==> config.mk <==
export PLATFORM = sky130hd
export DESIGN_NAME = lcd_mode_timing_and_status_registers
export DESIGN_NICKNAME = d
export VERILOG_FILES = /design/src/design/lcdmt_pkg.sv /design/src/design/lcdmt_ram.sv /design/src/design/lcd_mode_timing_and_status_registers.sv
export SDC_FILE = /design/constraint.sdc
export NUM_CORES = 2
export LEC_CHECK = 0
export BUFFER_PORTS_ARGS = -buffer_cell sky130_fd_sc_hd__buf_2
export CAP_MARGIN = 20
export CELL_PAD_IN_SITES_DETAIL_PLACEMENT = 1
export CELL_PAD_IN_SITES_GLOBAL_PLACEMENT = 2
export CORE_AREA = 4 4 388 390
export CTS_CLUSTER_SIZE = 14
export DETAILED_ROUTE_END_ITERATION = 6
export DIE_AREA = 0 0 392 394
export GPL_TIMING_DRIVEN = 0
export PLACE_DENSITY_LB_ADDON = 0.25
export REMOVE_ABC_BUFFERS = 1
export SYNTH_ARGS = -nofsm -noshare
export SYNTH_HDL_FRONTEND = slang
export SYNTH_SLANG_ARGS = --single-unit
==> constraint.sdc <==
create_clock -name clk -period 5.6 [get_ports clk]
set_input_delay 0.56 -clock clk [delete_from_list [all_inputs] [get_ports clk]]
set_output_delay 0.56 -clock clk [all_outputs]
set_load 0.05 [all_outputs]
==> src/design/lcdmt_pkg.sv <==
`default_nettype none

package lcdmt_pkg;

    // Request commands
    typedef enum logic [1:0] {
        CMD_TICK  = 2'd0,
        CMD_READ  = 2'd1,
        CMD_WRITE = 2'd2,
        CMD_NONE  = 2'd3
    } cmd_t;

    // Display modes as seen in the STAT mode bits
    typedef enum logic [1:0] {
        MODE_HBLANK = 2'd0,
        MODE_VBLANK = 2'd1,
        MODE_SCAN   = 2'd2,
        MODE_DRAW   = 2'd3
    } mode_t;

    // Source of the read data held in the output stage
    typedef enum logic [1:0] {
        SRC_REG     = 2'd0,
        SRC_BG_PAL  = 2'd1,
        SRC_OBJ_PAL = 2'd2
    } rd_src_t;

    typedef struct packed {
        logic vblank;
        logic stat;
        logic frame;
        logic hblank;
    } flags_t;

    // Configuration register indexes
    localparam logic [2:0] CFG_COLOR_MODE    = 3'd0;
    localparam logic [2:0] CFG_SCAN_CYCLES   = 3'd1;
    localparam logic [2:0] CFG_DRAW_CYCLES   = 3'd2;
    localparam logic [2:0] CFG_LINE_CYCLES   = 3'd3;
    localparam logic [2:0] CFG_VISIBLE_LINES = 3'd4;

    localparam int CFG_DATA_W = 10;

    // Configuration reset values
    localparam logic [8:0] SCAN_CYCLES_RST   = 9'd80;
    localparam logic [8:0] DRAW_CYCLES_RST   = 9'd172;
    localparam logic [9:0] LINE_CYCLES_RST   = 10'd456;
    localparam logic [7:0] VISIBLE_LINES_RST = 8'd144;

    // Register map
    localparam logic [15:0] ADDR_LCDC = 16'hFF40;
    localparam logic [15:0] ADDR_STAT = 16'hFF41;
    localparam logic [15:0] ADDR_SCY  = 16'hFF42;
    localparam logic [15:0] ADDR_SCX  = 16'hFF43;
    localparam logic [15:0] ADDR_LY   = 16'hFF44;
    localparam logic [15:0] ADDR_LYC  = 16'hFF45;
    localparam logic [15:0] ADDR_BGP  = 16'hFF47;
    localparam logic [15:0] ADDR_OBP0 = 16'hFF48;
    localparam logic [15:0] ADDR_OBP1 = 16'hFF49;
    localparam logic [15:0] ADDR_WY   = 16'hFF4A;
    localparam logic [15:0] ADDR_WX   = 16'hFF4B;
    localparam logic [15:0] ADDR_VBK  = 16'hFF4F;
    localparam logic [15:0] ADDR_BCPS = 16'hFF68;
    localparam logic [15:0] ADDR_BCPD = 16'hFF69;
    localparam logic [15:0] ADDR_OCPS = 16'hFF6A;
    localparam logic [15:0] ADDR_OCPD = 16'hFF6B;

    localparam int          PALETTE_BYTES_DEF = 64;
    localparam int          CNT_W             = 17;
    localparam logic [16:0] FRAME_CYCLES      = 17'd70224;
    localparam logic [16:0] COUNT_MAX         = 17'h1FFFF;
    localparam logic [7:0]  LAST_LINE         = 8'd153;
    localparam logic [7:0]  BANK_READ_ONES    = 8'hFE;
    localparam logic [7:0]  STAT_WRITE_MASK   = 8'hF8;
    localparam logic [7:0]  INDEX_AUTO_INC    = 8'h80;
    localparam logic [7:0]  INDEX_ADDR_MASK   = 8'h3F;

    // Palette index after a data write: auto-increment keeps bit 7, clears bit 6
    function automatic logic [7:0] next_index(input logic [7:0] idx);
        logic [7:0] inc;
        inc = idx + 8'd1;
        if ((idx & INDEX_AUTO_INC) != 8'd0)
            next_index = INDEX_AUTO_INC | (inc & INDEX_ADDR_MASK);
        else
            next_index = idx;
    endfunction

endpackage

`default_nettype wire

==> src/design/lcdmt_ram.sv <==
`default_nettype none

module lcdmt_ram #(
    parameter int WIDTH = 8,
    parameter int DEPTH = 64
) (
    input  wire logic                     clk,
    input  wire logic                     we,
    input  wire logic [$clog2(DEPTH)-1:0] waddr,
    input  wire logic [WIDTH-1:0]         wdata,
    input  wire logic                     re,
    input  wire logic [$clog2(DEPTH)-1:0] raddr,
    output logic      [WIDTH-1:0]         rdata
);

    logic [WIDTH-1:0] mem [DEPTH];

    always_ff @(posedge clk)
    begin
        if (we)
        begin
            mem[waddr] <= wdata;
        end
        if (re)
        begin
            rdata <= mem[raddr];
        end
    end

endmodule

`default_nettype wire

==> src/design/lcd_mode_timing_and_status_registers.sv <==
`default_nettype none

// Channel   Direction  Handshake              Payload
// in        request    in_valid / in_ready    command, address, write_data, tick_cycles
// out       result     out_valid / out_ready  read_data, hits, four flags, mode, line
// cfg       write      cfg_write              cfg_index, cfg_data
//
// One request per cycle unless the output stalls; results show the cycle after acceptance.
// All register and timing updates happen at the accepting edge; a palette data read
// issues on the registered port of its palette RAM and the data lands in the output stage.
// The output stage parts the sides: a new request enters while the result is taken.
// Reset clears control state and the per-entry valid bits of both 64-byte palette RAMs
// (an entry not yet written reads zero); no clearing pass is needed.

module lcd_mode_timing_and_status_registers #(
    parameter int PALETTE_BYTES = lcdmt_pkg::PALETTE_BYTES_DEF
) (
    input  wire logic        clk,
    input  wire logic        rst_n,

    input  wire logic        cfg_write,
    input  wire logic [2:0]  cfg_index,
    input  wire logic [lcdmt_pkg::CFG_DATA_W-1:0] cfg_data,

    input  wire logic        in_valid,
    output logic             in_ready,
    input  wire logic [1:0]  command,
    input  wire logic [15:0] address,
    input  wire logic [7:0]  write_data,
    input  wire logic [7:0]  tick_cycles,

    output logic             out_valid,
    input  wire logic        out_ready,
    output logic [7:0]       read_data,
    output logic             read_hit,
    output logic             write_hit,
    output logic             vblank_request,
    output logic             status_request,
    output logic             frame_done,
    output logic             hblank_entered,
    output logic [1:0]       current_mode,
    output logic [7:0]       current_line
);

    localparam int PAL_AW = $clog2(PALETTE_BYTES);

    // Configuration
    logic       color_mode_reg;
    logic [8:0] scan_cycles_reg;
    logic [8:0] draw_cycles_reg;
    logic [9:0] line_cycles_reg;
    logic [7:0] visible_lines_reg;

    // Timing and register state
    logic [lcdmt_pkg::CNT_W-1:0] cnt_reg, cnt_next;
    lcdmt_pkg::mode_t mode_reg, mode_next;
    logic [7:0] line_reg, line_next;
    logic [7:0] ctrl_reg, ctrl_next;
    logic [7:0] stat_reg, stat_next;
    logic [7:0] scy_reg, scy_next;
    logic [7:0] scx_reg, scx_next;
    logic [7:0] lyc_reg, lyc_next;
    logic [7:0] bgp_reg, bgp_next;
    logic [7:0] obp0_reg, obp0_next;
    logic [7:0] obp1_reg, obp1_next;
    logic [7:0] wy_reg, wy_next;
    logic [7:0] wx_reg, wx_next;
    logic       bank_reg, bank_next;
    logic [7:0] bg_idx_reg, bg_idx_next;
    logic [7:0] obj_idx_reg, obj_idx_next;

    // Palette entry valid bits
    logic [PALETTE_BYTES-1:0] bg_vld_reg;
    logic [PALETTE_BYTES-1:0] obj_vld_reg;

    // Output stage
    logic                 out_valid_reg;
    logic [7:0]           rdata_reg, rdata_next;
    logic                 rhit_reg, rhit_next;
    logic                 whit_reg, whit_next;
    lcdmt_pkg::flags_t    flags_reg, flags_next;
    lcdmt_pkg::rd_src_t   src_reg, src_next;
    logic                 ent_vld_reg, ent_vld_next;

    // Palette RAM ports
    logic              bg_we, obj_we, bg_re, obj_re;
    logic [7:0]        bg_q, obj_q;

    logic              in_acc;
    logic [17:0]       sum;
    logic [lcdmt_pkg::CNT_W-1:0] sat;
    logic [9:0]        draw_end;
    logic [7:0]        line_inc;

    assign in_ready = !out_valid_reg || out_ready;
    assign in_acc   = in_valid && in_ready;

    // Saturating counter add
    assign sum      = {1'b0, cnt_reg} + {10'd0, tick_cycles};
    assign sat      = sum[17] ? lcdmt_pkg::COUNT_MAX : sum[16:0];
    assign draw_end = {1'b0, scan_cycles_reg} + {1'b0, draw_cycles_reg};
    assign line_inc = line_reg + 8'd1;

    always_comb
    begin
        cnt_next     = cnt_reg;
        mode_next    = mode_reg;
        line_next    = line_reg;
        ctrl_next    = ctrl_reg;
        stat_next    = stat_reg;
        scy_next     = scy_reg;
        scx_next     = scx_reg;
        lyc_next     = lyc_reg;
        bgp_next     = bgp_reg;
        obp0_next    = obp0_reg;
        obp1_next    = obp1_reg;
        wy_next      = wy_reg;
        wx_next      = wx_reg;
        bank_next    = bank_reg;
        bg_idx_next  = bg_idx_reg;
        obj_idx_next = obj_idx_reg;
        rdata_next   = 8'd0;
        rhit_next    = 1'b0;
        whit_next    = 1'b0;
        flags_next   = '0;
        src_next     = lcdmt_pkg::SRC_REG;
        ent_vld_next = 1'b0;
        bg_we        = 1'b0;
        obj_we       = 1'b0;
        bg_re        = 1'b0;
        obj_re       = 1'b0;

        case (lcdmt_pkg::cmd_t'(command))
            lcdmt_pkg::CMD_TICK:
            begin
                cnt_next = sat;
                if (!ctrl_reg[7])
                begin
                    // Display off: measure frames only
                    if (sat >= lcdmt_pkg::FRAME_CYCLES)
                    begin
                        cnt_next         = sat - lcdmt_pkg::FRAME_CYCLES;
                        flags_next.frame = 1'b1;
                    end
                end
                else
                begin
                    case (mode_reg)
                        lcdmt_pkg::MODE_SCAN:
                        begin
                            if (sat >= {8'd0, scan_cycles_reg})
                                mode_next = lcdmt_pkg::MODE_DRAW;
                        end
                        lcdmt_pkg::MODE_DRAW:
                        begin
                            if (sat >= {7'd0, draw_end})
                            begin
                                mode_next         = lcdmt_pkg::MODE_HBLANK;
                                flags_next.hblank = 1'b1;
                                if (stat_reg[3])
                                    flags_next.stat = 1'b1;
                            end
                        end
                        lcdmt_pkg::MODE_HBLANK:
                        begin
                            if (sat >= {7'd0, line_cycles_reg})
                            begin
                                cnt_next  = sat - {7'd0, line_cycles_reg};
                                line_next = line_inc;
                                if (line_inc == visible_lines_reg)
                                begin
                                    mode_next         = lcdmt_pkg::MODE_VBLANK;
                                    flags_next.vblank = 1'b1;
                                    if (stat_reg[4])
                                        flags_next.stat = 1'b1;
                                end
                                else
                                begin
                                    mode_next = lcdmt_pkg::MODE_SCAN;
                                    if (stat_reg[5])
                                        flags_next.stat = 1'b1;
                                end
                            end
                        end
                        default:
                        begin
                            if (sat >= {7'd0, line_cycles_reg})
                            begin
                                cnt_next  = sat - {7'd0, line_cycles_reg};
                                line_next = line_inc;
                                if (line_inc > lcdmt_pkg::LAST_LINE)
                                begin
                                    line_next        = 8'd0;
                                    mode_next        = lcdmt_pkg::MODE_SCAN;
                                    flags_next.frame = 1'b1;
                                    if (stat_reg[5])
                                        flags_next.stat = 1'b1;
                                end
                            end
                        end
                    endcase
                    // Refresh mode bits and coincidence
                    stat_next = {stat_reg[7:2], mode_next};
                    if (line_next == lyc_reg)
                    begin
                        stat_next[2] = 1'b1;
                        if (stat_reg[6])
                            flags_next.stat = 1'b1;
                    end
                    else
                    begin
                        stat_next[2] = 1'b0;
                    end
                end
            end

            lcdmt_pkg::CMD_READ:
            begin
                rhit_next = 1'b1;
                case (address)
                    lcdmt_pkg::ADDR_LCDC: rdata_next = ctrl_reg;
                    lcdmt_pkg::ADDR_STAT: rdata_next = stat_reg;
                    lcdmt_pkg::ADDR_SCY:  rdata_next = scy_reg;
                    lcdmt_pkg::ADDR_SCX:  rdata_next = scx_reg;
                    lcdmt_pkg::ADDR_LY:   rdata_next = line_reg;
                    lcdmt_pkg::ADDR_LYC:  rdata_next = lyc_reg;
                    lcdmt_pkg::ADDR_BGP:  rdata_next = bgp_reg;
                    lcdmt_pkg::ADDR_OBP0: rdata_next = obp0_reg;
                    lcdmt_pkg::ADDR_OBP1: rdata_next = obp1_reg;
                    lcdmt_pkg::ADDR_WY:   rdata_next = wy_reg;
                    lcdmt_pkg::ADDR_WX:   rdata_next = wx_reg;
                    lcdmt_pkg::ADDR_VBK:
                    begin
                        rhit_next  = color_mode_reg;
                        if (color_mode_reg)
                            rdata_next = lcdmt_pkg::BANK_READ_ONES | {7'd0, bank_reg};
                    end
                    lcdmt_pkg::ADDR_BCPS:
                    begin
                        rhit_next = color_mode_reg;
                        if (color_mode_reg)
                            rdata_next = bg_idx_reg;
                    end
                    lcdmt_pkg::ADDR_BCPD:
                    begin
                        // Data arrives from the RAM port in the output stage
                        rhit_next = color_mode_reg;
                        if (color_mode_reg)
                        begin
                            bg_re        = 1'b1;
                            src_next     = lcdmt_pkg::SRC_BG_PAL;
                            ent_vld_next = bg_vld_reg[bg_idx_reg[PAL_AW-1:0]];
                        end
                    end
                    lcdmt_pkg::ADDR_OCPS:
                    begin
                        rhit_next = color_mode_reg;
                        if (color_mode_reg)
                            rdata_next = obj_idx_reg;
                    end
                    lcdmt_pkg::ADDR_OCPD:
                    begin
                        rhit_next = color_mode_reg;
                        if (color_mode_reg)
                        begin
                            obj_re       = 1'b1;
                            src_next     = lcdmt_pkg::SRC_OBJ_PAL;
                            ent_vld_next = obj_vld_reg[obj_idx_reg[PAL_AW-1:0]];
                        end
                    end
                    default:              rhit_next = 1'b0;
                endcase
            end

            lcdmt_pkg::CMD_WRITE:
            begin
                whit_next = 1'b1;
                case (address)
                    lcdmt_pkg::ADDR_LCDC:
                    begin
                        // Display switched off: restart the line in hblank
                        if (ctrl_reg[7] && !write_data[7])
                        begin
                            line_next = 8'd0;
                            cnt_next  = '0;
                            mode_next = lcdmt_pkg::MODE_HBLANK;
                            stat_next = {stat_reg[7:2], 2'b00};
                        end
                        ctrl_next = write_data;
                    end
                    lcdmt_pkg::ADDR_STAT:
                        stat_next = (stat_reg & ~lcdmt_pkg::STAT_WRITE_MASK)
                                  | (write_data & lcdmt_pkg::STAT_WRITE_MASK);
                    lcdmt_pkg::ADDR_SCY:  scy_next  = write_data;
                    lcdmt_pkg::ADDR_SCX:  scx_next  = write_data;
                    lcdmt_pkg::ADDR_LY:   whit_next = 1'b1;
                    lcdmt_pkg::ADDR_LYC:  lyc_next  = write_data;
                    lcdmt_pkg::ADDR_BGP:  bgp_next  = write_data;
                    lcdmt_pkg::ADDR_OBP0: obp0_next = write_data;
                    lcdmt_pkg::ADDR_OBP1: obp1_next = write_data;
                    lcdmt_pkg::ADDR_WY:   wy_next   = write_data;
                    lcdmt_pkg::ADDR_WX:   wx_next   = write_data;
                    lcdmt_pkg::ADDR_VBK:
                    begin
                        whit_next = color_mode_reg;
                        if (color_mode_reg)
                            bank_next = write_data[0];
                    end
                    lcdmt_pkg::ADDR_BCPS:
                    begin
                        whit_next = color_mode_reg;
                        if (color_mode_reg)
                            bg_idx_next = write_data;
                    end
                    lcdmt_pkg::ADDR_BCPD:
                    begin
                        whit_next = color_mode_reg;
                        if (color_mode_reg)
                        begin
                            bg_we       = 1'b1;
                            bg_idx_next = lcdmt_pkg::next_index(bg_idx_reg);
                        end
                    end
                    lcdmt_pkg::ADDR_OCPS:
                    begin
                        whit_next = color_mode_reg;
                        if (color_mode_reg)
                            obj_idx_next = write_data;
                    end
                    lcdmt_pkg::ADDR_OCPD:
                    begin
                        whit_next = color_mode_reg;
                        if (color_mode_reg)
                        begin
                            obj_we       = 1'b1;
                            obj_idx_next = lcdmt_pkg::next_index(obj_idx_reg);
                        end
                    end
                    default:              whit_next = 1'b0;
                endcase
            end

            default:
            begin
                rhit_next = 1'b0;
            end
        endcase
    end

    // Palette RAMs: write and read both issue at the accepting edge
    lcdmt_ram #(
        .WIDTH (8),
        .DEPTH (PALETTE_BYTES)
    ) u_bg_pal (
        .clk   (clk),
        .we    (in_acc && bg_we),
        .waddr (bg_idx_reg[PAL_AW-1:0]),
        .wdata (write_data),
        .re    (in_acc && bg_re),
        .raddr (bg_idx_reg[PAL_AW-1:0]),
        .rdata (bg_q)
    );

    lcdmt_ram #(
        .WIDTH (8),
        .DEPTH (PALETTE_BYTES)
    ) u_obj_pal (
        .clk   (clk),
        .we    (in_acc && obj_we),
        .waddr (obj_idx_reg[PAL_AW-1:0]),
        .wdata (write_data),
        .re    (in_acc && obj_re),
        .raddr (obj_idx_reg[PAL_AW-1:0]),
        .rdata (obj_q)
    );

    // Configuration writes
    always_ff @(posedge clk or negedge rst_n)
    begin
        if (!rst_n)
        begin
            color_mode_reg    <= 1'b0;
            scan_cycles_reg   <= lcdmt_pkg::SCAN_CYCLES_RST;
            draw_cycles_reg   <= lcdmt_pkg::DRAW_CYCLES_RST;
            line_cycles_reg   <= lcdmt_pkg::LINE_CYCLES_RST;
            visible_lines_reg <= lcdmt_pkg::VISIBLE_LINES_RST;
        end
        else if (cfg_write)
        begin
            case (cfg_index)
                lcdmt_pkg::CFG_COLOR_MODE:    color_mode_reg    <= cfg_data[0];
                lcdmt_pkg::CFG_SCAN_CYCLES:   scan_cycles_reg   <= cfg_data[8:0];
                lcdmt_pkg::CFG_DRAW_CYCLES:   draw_cycles_reg   <= cfg_data[8:0];
                lcdmt_pkg::CFG_LINE_CYCLES:   line_cycles_reg   <= cfg_data;
                lcdmt_pkg::CFG_VISIBLE_LINES: visible_lines_reg <= cfg_data[7:0];
                default:                      color_mode_reg    <= color_mode_reg;
            endcase
        end
    end

    // Timing and register state: advance on every accepted request
    always_ff @(posedge clk or negedge rst_n)
    begin
        if (!rst_n)
        begin
            cnt_reg     <= '0;
            mode_reg    <= lcdmt_pkg::MODE_SCAN;
            line_reg    <= 8'd0;
            ctrl_reg    <= 8'd0;
            stat_reg    <= 8'd0;
            scy_reg     <= 8'd0;
            scx_reg     <= 8'd0;
            lyc_reg     <= 8'd0;
            bgp_reg     <= 8'd0;
            obp0_reg    <= 8'd0;
            obp1_reg    <= 8'd0;
            wy_reg      <= 8'd0;
            wx_reg      <= 8'd0;
            bank_reg    <= 1'b0;
            bg_idx_reg  <= 8'd0;
            obj_idx_reg <= 8'd0;
            bg_vld_reg  <= '0;
            obj_vld_reg <= '0;
        end
        else if (in_acc)
        begin
            cnt_reg     <= cnt_next;
            mode_reg    <= mode_next;
            line_reg    <= line_next;
            ctrl_reg    <= ctrl_next;
            stat_reg    <= stat_next;
            scy_reg     <= scy_next;
            scx_reg     <= scx_next;
            lyc_reg     <= lyc_next;
            bgp_reg     <= bgp_next;
            obp0_reg    <= obp0_next;
            obp1_reg    <= obp1_next;
            wy_reg      <= wy_next;
            wx_reg      <= wx_next;
            bank_reg    <= bank_next;
            bg_idx_reg  <= bg_idx_next;
            obj_idx_reg <= obj_idx_next;
            if (bg_we)
                bg_vld_reg[bg_idx_reg[PAL_AW-1:0]] <= 1'b1;
            if (obj_we)
                obj_vld_reg[obj_idx_reg[PAL_AW-1:0]] <= 1'b1;
        end
    end

    // Output stage: hold while stalled, load on accept
    always_ff @(posedge clk or negedge rst_n)
    begin
        if (!rst_n)
        begin
            out_valid_reg <= 1'b0;
        end
        else if (in_ready)
        begin
            out_valid_reg <= in_valid;
        end
    end

    always_ff @(posedge clk)
    begin
        if (in_acc)
        begin
            rdata_reg   <= rdata_next;
            rhit_reg    <= rhit_next;
            whit_reg    <= whit_next;
            flags_reg   <= flags_next;
            src_reg     <= src_next;
            ent_vld_reg <= ent_vld_next;
        end
    end

    // Pick the read data; palette RAM outputs hold until the next palette read
    always_comb
    begin
        case (src_reg)
            lcdmt_pkg::SRC_BG_PAL:  read_data = ent_vld_reg ? bg_q : 8'd0;
            lcdmt_pkg::SRC_OBJ_PAL: read_data = ent_vld_reg ? obj_q : 8'd0;
            default:                read_data = rdata_reg;
        endcase
    end

    assign out_valid      = out_valid_reg;
    assign read_hit       = rhit_reg;
    assign write_hit      = whit_reg;
    assign vblank_request = flags_reg.vblank;
    assign status_request = flags_reg.stat;
    assign frame_done     = flags_reg.frame;
    assign hblank_entered = flags_reg.hblank;
    assign current_mode   = mode_reg;
    assign current_line   = line_reg;

    // After a tick with the display on, STAT mode bits follow the mode
    assert property (@(posedge clk) disable iff (!rst_n)
        (in_acc && command == lcdmt_pkg::CMD_TICK && ctrl_reg[7])
        |=> (stat_reg[1:0] == mode_reg))
        else $error("STAT mode bits out of step with mode");

    // With the display off, a tick leaves the counter below one frame
    assert property (@(posedge clk) disable iff (!rst_n)
        (in_acc && command == lcdmt_pkg::CMD_TICK && !ctrl_reg[7])
        |=> (cnt_reg < lcdmt_pkg::FRAME_CYCLES))
        else $error("frame counter not wrapped");

    // Auto-increment of the background index clears bit 6
    assert property (@(posedge clk) disable iff (!rst_n)
        (in_acc && bg_we && bg_idx_reg[7]) |=> (!bg_idx_reg[6] && bg_idx_reg[7]))
        else $error("background palette index increment broken");

    // A result never hits on both a read and a write
    assert property (@(posedge clk) disable iff (!rst_n)
        out_valid_reg |-> !(rhit_reg && whit_reg))
        else $error("read and write hit together");

endmodule

`default_nettype wire

# Word level (Yosys, flattened, before mapping)
# Memory sizes are Yosys's and may differ from the RTL's. A register that Yosys moved wholly into a read port is not among the register bits.
# Cells that the tools add are included.
# word_totals
ram_bits	1024
output_inout_bits	26
inputBits	52
ff_bits	307
wordCells	241
mem_count	2
# memory_table
name	words	width	read_ports	rd_ports_with_merged_regs	write_ports	line	text
u_bg_pal.mem	64	8	1	1	1	lcdmt_ram.sv:16	logic [WIDTH-1:0] mem [DEPTH];
u_obj_pal.mem	64	8	1	1	1	lcdmt_ram.sv:16	
# classes
magnitude_cmp	9
n_bitwise	5
eq_ne	41
n_addsub	7
n_mux	90
n_reduce_logical	50
# op_table
operator	n
$eq A16 B16 Y1 const B	16
$mux W8	18
$or A64 B64 Y64	2
$mux W17	7
$pmux W8 S14	1
$pmux W8 S2	7
$ge A17 B10 Y1	2
$pmux W17 S2	1
$mux W1	32
$reduce_and A3 Y1	10
$reduce_and A5 Y1	6
$mux W2	13
$add A17 B8 Y18	1
$ne A2 B2 Y1 const B	9
$ge A17 B17 Y1 const B	1
$ge A17 B9 Y1	1
$sub A17 B10 Y17	1
$sub A17 B17 Y17 const B	1
$eq A8 B8 Y1	2
$reduce_and A2 Y1	8
$lt A6 B7 Y1 const B	2
$add A6 B1 Y6 const B	2
$bmux W1 S6	2
$demux W1 S6	2
other kinds (31)	55

# Longest topological paths before layout
# logic_depth
word_depth	11
ltp_mapped	19
depth_no_buf	18

# Hierarchy
# A second synthesis with hierarchy kept.
# unflattened
cells_unflattened	3643
hier_area_um2	58061.9
# by_module_without_submodules
mod	seq_area_each_um2	cells_per_inst	area_each_um2	n_inst
lcdmt_ram at u_obj_pal	15615.0	967	20315.7	1
lcdmt_ram at u_bg_pal	15615.0	972	20270.7	1
lcd_mode_timing_and_status_registers	7783.7	1704	17475.5	1

# Worst setup path before layout
# OpenSTA, ideal clock, no wires.
# synth_timing
path_kind	input to register
from	in tick_cycles[4]
to	reg cnt_reg[16] in the netlist's numbering
slack_ns	0.941
required_ns	5.474
setup_time_ns	0.126
arrival_ns	4.533
stages	17
path_buffers	1
cell_sequence	ha_1 -> a21oi_1 -> o211ai_2 -> o21ai_2 -> or3_1 -> clkbuf_1 -> nand2_1 -> ha_1 -> or4_1 -> o2111ai_1 -> a21boi_0 -> a21oi_1 -> a311oi_2 -> and3_1 -> nand2_1 -> mux2_2 -> a221o_1
# synth_between
elab_chain_len	7
word_cells_on_any_way	11
cone_classes	3 x add/sub; 2 x order compare; 6 x mux
# synth_lines
item	line	text
start: declaration	lcd_mode_timing_and_status_registers.sv:30	input wire logic [7:0] tick_cycles,
$add A17 B8 Y18 (*)	lcd_mode_timing_and_status_registers.sv:99	assign sum = {1'b0, cnt_reg} + {10'd0, tick_cycles};
$mux W17 (*)	lcd_mode_timing_and_status_registers.sv:100	assign sat = sum[17] ? lcdmt_pkg::COUNT_MAX : sum[16:0];
$sub A17 B10 Y17 or $ge A17 B10 Y1 (tied branches)	-	
$mux W17	lcd_mode_timing_and_status_registers.sv:166, lcd_mode_timing_and_status_registers.sv:187	
$mux W17	-	
$mux W17 (*)	lcd_mode_timing_and_status_registers.sv:137	if (!ctrl_reg[7])
$pmux W17 S2 (*)	lcd_mode_timing_and_status_registers.sv:133	case (lcdmt_pkg::cmd_t'(command))
end signal: assignment	lcd_mode_timing_and_status_registers.sv:427	cnt_reg <= cnt_next;
end: declaration	lcd_mode_timing_and_status_registers.sv:55	logic [lcdmt_pkg::CNT_W-1:0] cnt_reg, cnt_next;
# Every way passes the cells marked *; elsewhere a longest branch is shown, timed or not.
# A chain may end at the register's enable or synchronous reset.

# Worst setup path after layout
# layout_timing
from	reg cnt_reg[0] in the netlist's numbering
to	reg cnt_reg[16] in the netlist's numbering
# layout_between
elab_chain_len	7
word_cells_on_any_way	11
cone_classes	3 x add/sub; 2 x order compare; 6 x mux
# layout_lines
item	line
$add A17 B8 Y18 (*)	lcd_mode_timing_and_status_registers.sv:99
$mux W17 (*)	lcd_mode_timing_and_status_registers.sv:100
$sub A17 B10 Y17 or $ge A17 B10 Y1 (tied branches)	-
$mux W17	lcd_mode_timing_and_status_registers.sv:166, lcd_mode_timing_and_status_registers.sv:187
$mux W17	-
$mux W17 (*)	lcd_mode_timing_and_status_registers.sv:137
$pmux W17 S2 (*)	lcd_mode_timing_and_status_registers.sv:133
# Marks and branches as above.

==> metrics.yaml <==
status: "completed"
cpMaxStageDelayCell: "or4_1"
hold_slack_ns: 0.0716
cts_inserted_buffers: 145
grt.total_usage_pct: 21.2
synth.distinct_cells: 83
area_growth_syn_to_layout_pct: 15.4
routed_wl_mm: 165
critPathLaunchType: "flop"
final_common_cell: "edfxtp_1"
worstHoldPathType: "primary input to flop"
final_hold_viol_count: 0
fillers: 14700
synth_top_area_cell: "edfxtp_1"
critPathTopFamily: "compound AO/OA/AOI/OAI gates"
yosys_warnings: 0
grt_pass1_wl_mm: 243
postLayoutCellArea_um2: 62500
cts.clk_slew.worst_paths_ns: 0.06
dpl-instance-area_um2: 57600
antenna_found_initial: 4
worstPathCellList: "ha_1, fa_1, a211oi_1, o21ai_0, xor2_1, nor2_1, inv_1, ha_1, or4_1, o2111ai_1, a21boi_1, a21oi_2, a311oi_2, and3_1, nand2_1, mux2_2, a221o_1"
start_util_pct: 36.8
use_met2_pct: 33.8
worst-path-max-fanout: 4
die_width_um: 392
ys.flop_type: "edfxtp_1"
h-tree-depth: 4
nNetsFinal: 3888
clk_latency_ns: 0.77
ant_nets: 0
max-vdd-ir-drop_uv: 307
worst_path_most_repeated_cell: "ha_1"
p_leak_nw: 21.8
drive_gt1_share_pct: 17.5
wire_per_inst_um: 28.4
vias: 33800
dr.pass1.iters: 5
portBuffers: 77
ioPinCount: 78
ys_async_sr_fraction_pct: 21.5
worstSetupPathType: "flop to flop"
grt_pass1_vias: 35100
use_met1_pct: 30.1
fin_crit_sh_pct: 91.2
gp_congestion: 0.764
skew_ns: 0.0177
synth-seq-cells: 1347
post-place-cells: 5534
mostFrequentLayoutCells: "edfxtp_1, a22oi_1, dfrtp_1"
cp_data_required_time_ns: 6.24
maxCapViolCount: 0
period_needed_ns: 5.11
finalSetupViolCount: 0
cts_sinks: 1347
ys_seq_area_share_pct: 72.0
power_density_nw_per_um2: 367
top_regs: "u_bg_pal.mem x512, u_obj_pal.mem x512"
cp_slowest_stage_delay_ns: 0.45
die_h_um: 394
grt_util_met3_pct: 3.79
syn_area_um2: 54200
fmax_mhz: 196
grt-ovfl-total: 0
grt-busiest-layer: "met2"
drtIter0Drc: 2731
worstPathArrival_ns: 5.74
tightestPinTransition_ns: 1.30
drv_slew: 0
antenna_cells: 0
cts_root_buf: "clkbuf_16"
synthCells: 3665
grt_max_degree: 113
critical_path_buf_inv_count: 1
synthTopCellsByArea: "edfxtp_1, dfrtp_1, a22oi_1, mux2_2, a22o_1"
dp_hpwl_mm: 102
dp_slack_ns: -0.510
setup_ws_ns: 0.493
synth_edf_count: 1057
final_cells: 5829
core_area_um2: 147000
postSynthAreaPerCell_um2: 14.8
rsz0062_at_grt: "no"
die_area_um2: 154000
placementRows: 141
viasPerCell: 5.79
cts_tree: "done"
relSlewSlack_pct: 12.9
synth_top_area_share_pct: 58.6
drc: 0
end_kind: "flop"
cts.path.max_buffers: 3
-- through the flow --
stage                     TNS [ns]  power, mW  utilization, %
after floorplan              -3.08       12.8               -
after global placement     -854.98       13.6            38.2
after detailed placement     -3.45       13.7            39.2
after CTS                        0       23.1            42.3
after global routing             0       23.9            42.5
final                            0       22.9            42.5
-- layer usage --
layer  wire (µm)  up-vias
met4        3830        2
met1       74800    17800
met5          13        -
met2       77800      887
li1            -    14900
met3        8870      221
-- Yosys cell counts (all sizes together) (39+ instances only) --
cell    number
edfxtp    1057
a22oi      447
dfrtp      277
nor2       234
clkbuf     191
nand4      141
or2        135
nand2      124
o21ai      114
mux2       110
a22o       102
a221oi      96
a21oi       76
ha          54
inv         52
o211ai      43
nand3       39
-- path summary, 6_finish.rpt --
path                                             from                        endpoint  slack, ns  cells after the start
max reg2reg                    cnt_reg[0]$_DFFE_PN0P_         cnt_reg[16]$_DFFE_PN0P_       0.49                     17
max in group asynchronous                       rst_n      bg_vld_reg[17]$_DFFE_PN0P_       4.03                      4
min reg2reg                bg_vld_reg[16]$_DFFE_PN0P_      bg_vld_reg[16]$_DFFE_PN0P_       0.46                      1
min                                       cfg_data[6]  scan_cycles_reg[6]$_DFFE_PN1P_       0.07                      3
max                            cnt_reg[0]$_DFFE_PN0P_         cnt_reg[16]$_DFFE_PN0P_       0.49                     17
min in group asynchronous                       rst_n     obj_vld_reg[30]$_DFFE_PN0P_       0.24                      2
-- worst min-delay path: stages --
cell,delay [ns]
buf_2,0.13
nand2_1,0.05
o21ai_0,0.07
-- repair_timing --
| item | 4_1_cts | 5_1_grt |
|---|---|---|
| setup endpoints to repair | 7 | 29 |
| hold endpoints to repair | 42 | 0 |
| pin swaps | 1 | 2 |
| gates resized for setup | 1 | 5 |
| hold buffers | 3 | 0 |
| setup buffers | 0 | 6 |
-- cells by family after synthesis --
logic type | count (synthesis) | share of synthesized area [%]
flip-flops | 1347 | 72.0
XOR/XNOR | 48 | 0.776
AND/OR/NAND/NOR | 810 | 7.71
adder cells (fa/ha/maj) | 57 | 1.36
AO/OA/AOI/OAI | 1025 | 14.0
multiplexers | 112 | 2.32
buffers and inverters | 266 | 1.85
-- where the power goes --
group	internal, mW	switching (mW)	leakage, nW
clock	5.49	3.92	2.27
combinational	0.973	1.57	6.11
sequential	10.9	0.0925	13.4
-- final cells by class --
type	count	area (µm²)	share of cell area, %
Multi-Input combinational cell	2052	14300	22.9
Inverter	52	195	0.312
Tap cell	1930	2410	3.86
Clock inverter	55	468	0.748
Clock buffer	212	4170	6.67
Timing Repair Buffer	181	1970	3.14
Sequential cell	1347	39000	62.4
(Power assumes the default switching activity.)
